`src/rtl/aob_pkg.sv`:
```
// ----------------------------------------------------------------------------
// ARGB source-over blend with fade: shared package
// Pixel widths, pipeline stage types and the fixed-point helpers used by the
// blend pipeline and its channel interfaces.
// ----------------------------------------------------------------------------
package aob_pkg;

  localparam int unsigned PixW   = 32;
  localparam int unsigned ChanW  = 8;
  localparam int unsigned SumW   = 9;   // premultiplied sum or composite alpha
  localparam int unsigned NumW   = 18;  // c * 255 + a / 2 with room to spare
  localparam int unsigned NumCh  = 3;   // red, green, blue

  localparam logic [ChanW-1:0] ChanMax = 8'hff;

  typedef logic [PixW-1:0]  pix_t;
  typedef logic [ChanW-1:0] chan_t;
  typedef logic [SumW-1:0]  sum_t;
  typedef logic [NumW-1:0]  num_t;

  // Stage 1: faded source alpha and premultiplied destination.
  typedef struct packed {
    logic                   pass;
    pix_t                   pix;
    chan_t                  sa;
    chan_t                  da;
    logic [NumCh-1:0][ChanW-1:0] dc;
    logic [NumCh-1:0][ChanW-1:0] sc;
  } s1_t;

  // Stage 2: composited premultiplied color and alpha.
  typedef struct packed {
    logic                       pass;
    pix_t                       pix;
    sum_t                       a;
    logic [NumCh-1:0][SumW-1:0] c;
  } s2_t;

  // One restoring divider lane.
  typedef struct packed {
    num_t  rem;
    chan_t q;
  } div_t;

  // Divider stages: three lanes share the composite alpha as divisor.
  typedef struct packed {
    logic             pass;
    pix_t             pix;
    sum_t             a;
    logic [NumCh-1:0] sat;
    div_t [NumCh-1:0] d;
  } dv_t;

  // ((x + 1) * 257) >> 16 for x up to 255 * 255; the result fits in 8 bits.
  function automatic chan_t div255(input logic [15:0] x);
    logic [16:0] y;
    logic [24:0] p;
    y = {1'b0, x} + 17'd1;
    p = {y, 8'b0} + {8'b0, y};
    return p[23:16];
  endfunction

  // One quotient bit of a restoring division.
  function automatic div_t div_bit(input div_t d, input sum_t a, input logic [2:0] k);
    num_t  trial;
    div_t  r;
    trial = num_t'(a) << k;
    r     = d;
    if (d.rem >= trial) begin
      r.rem  = d.rem - trial;
      r.q[k] = 1'b1;
    end
    return r;
  endfunction

endpackage

```
`src/rtl/aob_if.sv`:
```
// ----------------------------------------------------------------------------
// ARGB blend channel interfaces
// Valid/ready channels for the pixel pair going in and the blended pixel out.
// ----------------------------------------------------------------------------
interface aob_in_if import aob_pkg::*; ();
  logic valid;
  logic ready;
  pix_t dest_pixel;
  pix_t source_pixel;

  modport source (output valid, output dest_pixel, output source_pixel, input ready);
  modport sink   (input valid, input dest_pixel, input source_pixel, output ready);
endinterface

interface aob_out_if import aob_pkg::*; ();
  logic valid;
  logic ready;
  pix_t blended_pixel;

  modport source (output valid, output blended_pixel, input ready);
  modport sink   (input valid, input blended_pixel, output ready);
endinterface

```
`src/rtl/argb_over_blend_with_fade_core.sv`:
```
// ----------------------------------------------------------------------------
// ARGB source-over blend with fade
// Seven-stage pipeline: fade and destination premultiply, source-over
// composite, numerator build, then a three-lane restoring divider that
// un-premultiplies two quotient bits per stage.
// Throughput: one word per cycle while out_o.ready holds; a stage moves when it
// is empty or the next one moves. Reset clears the valid bits, fade goes to 255.
// ----------------------------------------------------------------------------
module argb_over_blend_with_fade_core import aob_pkg::*; (
  input  logic             clk_i,
  input  logic             rst_ni,
  input  logic             fade_level_we_i,
  input  logic [ChanW-1:0] fade_level_i,
  aob_in_if.sink           in_i,
  aob_out_if.source        out_o
);

  localparam int unsigned NumStg = 7;
  localparam int unsigned NumDv  = 4;

  chan_t             fade_q;
  logic [NumStg-1:0] v_q;
  logic [NumStg-1:0] en;

  s1_t   s1_d, s1_q;
  s2_t   s2_d, s2_q;
  dv_t   dv_d [NumDv];
  dv_t   dv_q [NumDv];
  pix_t  out_d, out_q;

  // Fade register.
  always_ff @(posedge clk_i or negedge rst_ni) begin
    if (!rst_ni) begin
      fade_q <= ChanMax;
    end else if (fade_level_we_i) begin
      fade_q <= fade_level_i;
    end
  end

  // Stage enables: a stage loads when it is empty or its successor loads.
  always_comb begin
    en[NumStg-1] = !v_q[NumStg-1] || out_o.ready;
    for (int k = NumStg - 2; k >= 0; k--) begin
      en[k] = !v_q[k] || en[k+1];
    end
  end

  always_ff @(posedge clk_i or negedge rst_ni) begin
    if (!rst_ni) begin
      v_q <= '0;
    end else begin
      if (en[0]) v_q[0] <= in_i.valid;
      for (int k = 1; k < NumStg; k++) begin
        if (en[k]) v_q[k] <= v_q[k-1];
      end
    end
  end

  assign in_i.ready          = en[0];
  assign out_o.valid         = v_q[NumStg-1];
  assign out_o.blended_pixel = out_q;

  // Stage 1: fade the source alpha, pick a pass-through pixel, premultiply
  // the destination.
  always_comb begin
    s1_d.sa = div255(16'(in_i.source_pixel[31:24]) * 16'(fade_q));
    s1_d.da = in_i.dest_pixel[31:24];
    s1_d.sc = in_i.source_pixel[23:0];
    s1_d.pass = (s1_d.sa == ChanMax) || (s1_d.sa == '0);
    s1_d.pix  = (s1_d.sa == ChanMax) ? in_i.source_pixel : in_i.dest_pixel;
    for (int c = 0; c < NumCh; c++) begin
      s1_d.dc[c] = div255(16'(in_i.dest_pixel[c*ChanW +: ChanW]) * 16'(s1_d.da));
    end
  end

  always_ff @(posedge clk_i) begin
    if (en[0]) s1_q <= s1_d;
  end

  // Stage 2: source-over on premultiplied values.
  always_comb begin
    chan_t ia;
    ia        = ChanMax - s1_q.sa;
    s2_d.pass = s1_q.pass;
    s2_d.pix  = s1_q.pix;
    s2_d.a    = sum_t'(s1_q.sa) + sum_t'(div255(16'(s1_q.da) * 16'(ia)));
    for (int c = 0; c < NumCh; c++) begin
      s2_d.c[c] = sum_t'(div255(16'(s1_q.sc[c]) * 16'(s1_q.sa)))
                + sum_t'(div255(16'(s1_q.dc[c]) * 16'(ia)));
    end
  end

  always_ff @(posedge clk_i) begin
    if (en[1]) s2_q <= s2_d;
  end

  // Stage 3: numerator c * 255 + a / 2 and the saturation test against a * 256.
  always_comb begin
    num_t n;
    dv_d[0].pass = s2_q.pass;
    dv_d[0].pix  = s2_q.pix;
    dv_d[0].a    = s2_q.a;
    for (int c = 0; c < NumCh; c++) begin
      n = num_t'({s2_q.c[c], 8'b0}) - num_t'(s2_q.c[c])
        + num_t'(s2_q.a[SumW-1:1]);
      dv_d[0].d[c].rem = n;
      dv_d[0].d[c].q   = '0;
      dv_d[0].sat[c]   = n >= (num_t'(s2_q.a) << 8);
    end
  end

  always_ff @(posedge clk_i) begin
    if (en[2]) dv_q[0] <= dv_d[0];
  end

  // Divider stages: two quotient bits each, most significant first.
  for (genvar j = 1; j < NumDv; j++) begin : g_div
    always_comb begin
      dv_d[j] = dv_q[j-1];
      for (int c = 0; c < NumCh; c++) begin
        dv_d[j].d[c] = div_bit(dv_q[j-1].d[c], dv_q[j-1].a, 3'(9 - 2 * j));
        dv_d[j].d[c] = div_bit(dv_d[j].d[c], dv_q[j-1].a, 3'(8 - 2 * j));
      end
    end

    always_ff @(posedge clk_i) begin
      if (en[2+j]) dv_q[j] <= dv_d[j];
    end
  end

  // Last stage: the two low quotient bits, saturation and pixel assembly.
  always_comb begin
    div_t  t;
    out_d = {dv_q[NumDv-1].a[ChanW-1:0], 24'b0};
    for (int c = 0; c < NumCh; c++) begin
      t = div_bit(dv_q[NumDv-1].d[c], dv_q[NumDv-1].a, 3'd1);
      t = div_bit(t, dv_q[NumDv-1].a, 3'd0);
      out_d[c*ChanW +: ChanW] = dv_q[NumDv-1].sat[c] ? ChanMax : t.q;
    end
    if (dv_q[NumDv-1].pass) begin
      out_d = dv_q[NumDv-1].pix;
    end
  end

  always_ff @(posedge clk_i) begin
    if (en[NumStg-1]) out_q <= out_d;
  end

endmodule

```
`src/flat_wrapper.sv`:
```
// flat-port wrapper written by rule: the top's interface ports become plain ports
module argb_over_blend_with_fade_core_flat import aob_pkg::*;
  (clk_i, rst_ni, fade_level_we_i, fade_level_i, in_i_valid, in_i_dest_pixel, in_i_source_pixel, in_i_ready, out_o_valid, out_o_blended_pixel, out_o_ready);
  aob_in_if in_i_i ();
  aob_out_if out_o_i ();
  input  logic clk_i;
  input  logic rst_ni;
  input  logic fade_level_we_i;
  input  logic [ChanW-1:0] fade_level_i;
  input wire logic [$bits(in_i_i.valid)-1:0] in_i_valid;
  input wire logic [$bits(in_i_i.dest_pixel)-1:0] in_i_dest_pixel;
  input wire logic [$bits(in_i_i.source_pixel)-1:0] in_i_source_pixel;
  output wire logic [$bits(in_i_i.ready)-1:0] in_i_ready;
  output wire logic [$bits(out_o_i.valid)-1:0] out_o_valid;
  output wire logic [$bits(out_o_i.blended_pixel)-1:0] out_o_blended_pixel;
  input wire logic [$bits(out_o_i.ready)-1:0] out_o_ready;
  assign in_i_i.valid = in_i_valid;
  assign in_i_i.dest_pixel = in_i_dest_pixel;
  assign in_i_i.source_pixel = in_i_source_pixel;
  assign in_i_ready = in_i_i.ready;
  assign out_o_valid = out_o_i.valid;
  assign out_o_blended_pixel = out_o_i.blended_pixel;
  assign out_o_i.ready = out_o_ready;
  argb_over_blend_with_fade_core u_core (.clk_i(clk_i), .rst_ni(rst_ni), .fade_level_we_i(fade_level_we_i), .fade_level_i(fade_level_i), .in_i(in_i_i), .out_o(out_o_i));
endmodule
```
`config.mk`:
```
export PLATFORM = sky130hd
export DESIGN_NAME = argb_over_blend_with_fade_core_flat
export DESIGN_NICKNAME = d
export VERILOG_FILES = /design/src/rtl/aob_pkg.sv /design/src/rtl/aob_if.sv /design/src/rtl/argb_over_blend_with_fade_core.sv /design/src/flat_wrapper.sv
export SDC_FILE = /design/constraint.sdc
export NUM_CORES = 2
export LEC_CHECK = 0
export BUFFER_PORTS_ARGS = -buffer_cell sky130_fd_sc_hd__buf_2
export CORE_ASPECT_RATIO = 0.7
export CORE_MARGIN = 10
export CORE_UTILIZATION = 60
export CTS_BUF_LIST = sky130_fd_sc_hd__clkbuf_8
export DETAILED_ROUTE_END_ITERATION = 16
export PLACE_DENSITY = 0.79
export SKIP_CTS_REPAIR_TIMING = 1
export SYNTH_ARGS = -nofsm -noshare
export SYNTH_HDL_FRONTEND = slang
export SYNTH_SLANG_ARGS = --single-unit
```
`constraint.sdc`:
```
create_clock -name clk_i -period 19.4 [get_ports clk_i]
set_clock_uncertainty 0.1 [all_clocks]
set_input_delay 3.88 -clock clk_i [delete_from_list [all_inputs] [get_ports clk_i]]
set_output_delay 3.88 -clock clk_i [all_outputs]
set_load 0.02 [all_outputs]
```
==> results.cfg <==
[outcome]
status = finished, final reports clean

[placement]
place_congestion = 0.9189
io_buffers = 110
dpl.hpwl_um = 121300

[cells_and_area]
nets = 7900
layout-drive-gt1-share = 0.06679
areaGrowthSynthToFinish_pct = 6.786
fillers = 8281

[detailed_routing]
vias = 47170
first_pass_iters = 6
drt-total-wl_um = 156200
drtAntennaViolNets = 0
first_iter_violations = 3852
wire_per_inst_um = 19.33
viasPerCell = 5.838
drc = 0

[sta]
hold_violations = 0
setup_viol_count_final = 0
worst_slew_pin_slew_ps = 1232
tns_ps = 0
rsz0062_at_grt = false
drv_slew = 0
fmax_ghz = 0.09492
maxSlewHeadroom = 0.1785
post-route-period-util = 0.5431
period_needed_ps = 10540

[critical_path]
cp.required_ps = 19820
worstSetupPathType = input port to flip-flop
crit_arrival_ps = 10960
crit_buf_inv = 4
cpMostUsedCell = fa_1
max_stage_delay_ps = 540
worst_setup_path_end_kind = flip-flop
cp_max_fo = 33
cpMaxStageDelayCell = fa_1
startpoint = in_i_source_pixel[27]
path_delay_family = compound AO/OA/AOI/OAI gates
rr_startpoint = u_core.s1_q[58]$_DFFE_PP_
worstSetupStartpointType = input port

[yosys]
ys_warn_count = 0
yosysTopAreaCell = edfxtp_1
synth_enable_flop_cells = 630
netlist.area_leader.share = 0.2959
synth-seq-cells = 645
synth_seq_area_share = 0.3019
avgSynthCellArea_um2 = 9.900
ys_async_sr_fraction = 0.02326
postSynthCellCount = 6459
synth_cell_types = 94
synth_area_leaders = edfxtp_1, ha_1, fa_1
syn_nets = 7795
synth_flop_cell = edfxtp_1
syn_area_um2 = 63940

[floorplanning]
pin_count = 111
start_util = 0.6034
die_h_um = 293.1
core_um2 = 106000
die_w_um = 410.2
die_area_um2 = 120200
num_rows = 100

[global_routing]
grt_pass1_wl_um = 249200
overflow = 0
grt_max_degree = 77
grt_pass1_vias = 46910
antenna_found_initial = 9
grtUsageTotal = 0.2564

[min_path]
hp-class = flip-flop to flip-flop
hp-start = u_core.dv_q[1][59]$_SDFFCE_PN1P_

[cts]
tritoncts = yes
cts.sinks = 645
clk_latency_ps = 820
clock_path_buffers = 3
cts.clk_slew.worst_paths_ps = 70
numCtsBuffers = 98
h-tree-depth = 3
cts_root_buffer = clkbuf_8

[run]
drv_cap = 0
## sequential cells by signal, summed over array words and instances (netlist names)
name,count
u_core.out_o.blended_pixel,32
u_core.v_q,7
u_core.fade_q,8
u_core.dv_d,42
u_core.s2_q,27
u_core.s1_q,97
u_core.dv_q,432
## cell usage in the layout (no fill, tap or decap), types with 19 or more instances in the layout
cell and n:
ha_1 835, nand3_1 67, and3_1 31, inv_1 882, mux2_2 91, nor2_1 382, o21a_1 60, nor3_1 94
o31ai_1 33, fa_1 424, or3_1 27, and2_1 319, buf_4 24, a21oi_1 299, mux2i_1 29, edfxtp_1 630
nand2b_1 102, buf_2 110, nor4_1 44, a21o_1 125, clkbuf_8 103, nand4_1 52, a31oi_1 19, a211oi_1 19
nand2_1 437, o21ai_0 276, o21bai_1 33, xnor2_1 260, nor2b_1 326, a21boi_0 49, xor2_1 124
## synth_stat cells (all sizes together), types with 14 or more instances
cell	n
nor2	382
ha	835
edfxtp	630
o211ai	18
a211oi	21
xnor2	260
a31oi	20
mux2i	29
o21a	60
a21o	125
o31ai	34
a2111oi	14
o21ai	277
o21bai	33
nor3	95
nor4	46
and2	319
fa	424
nand4	52
nand2b	102
nand3	70
xor2	124
clkbuf	110
buf	19
nand2	440
mux2	96
inv	855
nor2b	326
a21boi	52
or3	27
a21oi	299
or2	19
or4	18
and3	31
## final timing paths
| kind | depth (start not counted) | endpoint | slack [ps] |
|---|---|---|---|
| max | 29 | u_core.s1_q[76]$_DFFE_PP_ | 8860 |
| min | 0 | u_core.dv_q[2][59]$_DFFE_PP_ | 300 |
| max reg2reg | 31 | u_core.s2_q[26]$_DFFE_PP_ | 10090 |
| min reg2reg | 0 | u_core.dv_q[2][59]$_DFFE_PP_ | 300 |
| max in group asynchronous | 1 | u_core.fade_q[6]$_DFFE_PN1P_ | 15890 |
| min in group asynchronous | 1 | u_core.v_q[0]$_DFFE_PN0P_ | 2940 |
## layer usage
metal	up-vias	global-route usage	share of wire
met5	-	0	0
met4	0	0.07104	0.028
met3	275	0.04404	0.079
met2	1582	0.4017	0.45
met1	22950	0.3655	0.45
li1	22360	-	-
## layout make-up
class                           count  area, um^2  area share
Antenna cell                        4       10.01   0.0001466
Timing Repair Buffer              134       730.7     0.01070
Multi-Input combinational cell   4829       40950      0.5997
Inverter                          856        3216     0.04709
Clock inverter                     81       868.3     0.01272
Tap cell                         1428        1787     0.02617
Sequential cell                   645       19300      0.2827
Clock buffer                      103        1418     0.02076
## kinds of logic (layout without fill, tap and decap cells)
family	count (synthesis)	in the layout	share of synthesized area
flops	645	645	0.3019
other cells	0	4	0
mux	125	125	0.02168
simple gates	1982	1982	0.1615
fa+ha+maj	1269	1269	0.2978
xor+xnor	384	384	0.05260
buf+inv	985	1174	0.05833
compound gates	1069	1069	0.1063
## per-stage QoR
stage | instance area, um^2 | setup slack, ps | cells | utilization | hold WS (ps)
floorplan | 63940 | 4705 | 6459 | - | 300.3
global placement | 65990 | 8229 | 7892 | 0.6227 | 300.5
detailed placement | 65990 | 8185 | 7892 | 0.6227 | 304.5
CTS | 68270 | 8882 | 8076 | 0.6442 | 279.2
global route | 68280 | 8464 | 8080 | 0.6443 | 306.3
finish | 68280 | 8865 | 8080 | 0.6443 | 295.6
Power is not shown: default switching activity piles up to over one toggle a cycle in this logic, so the estimate is an artifact.
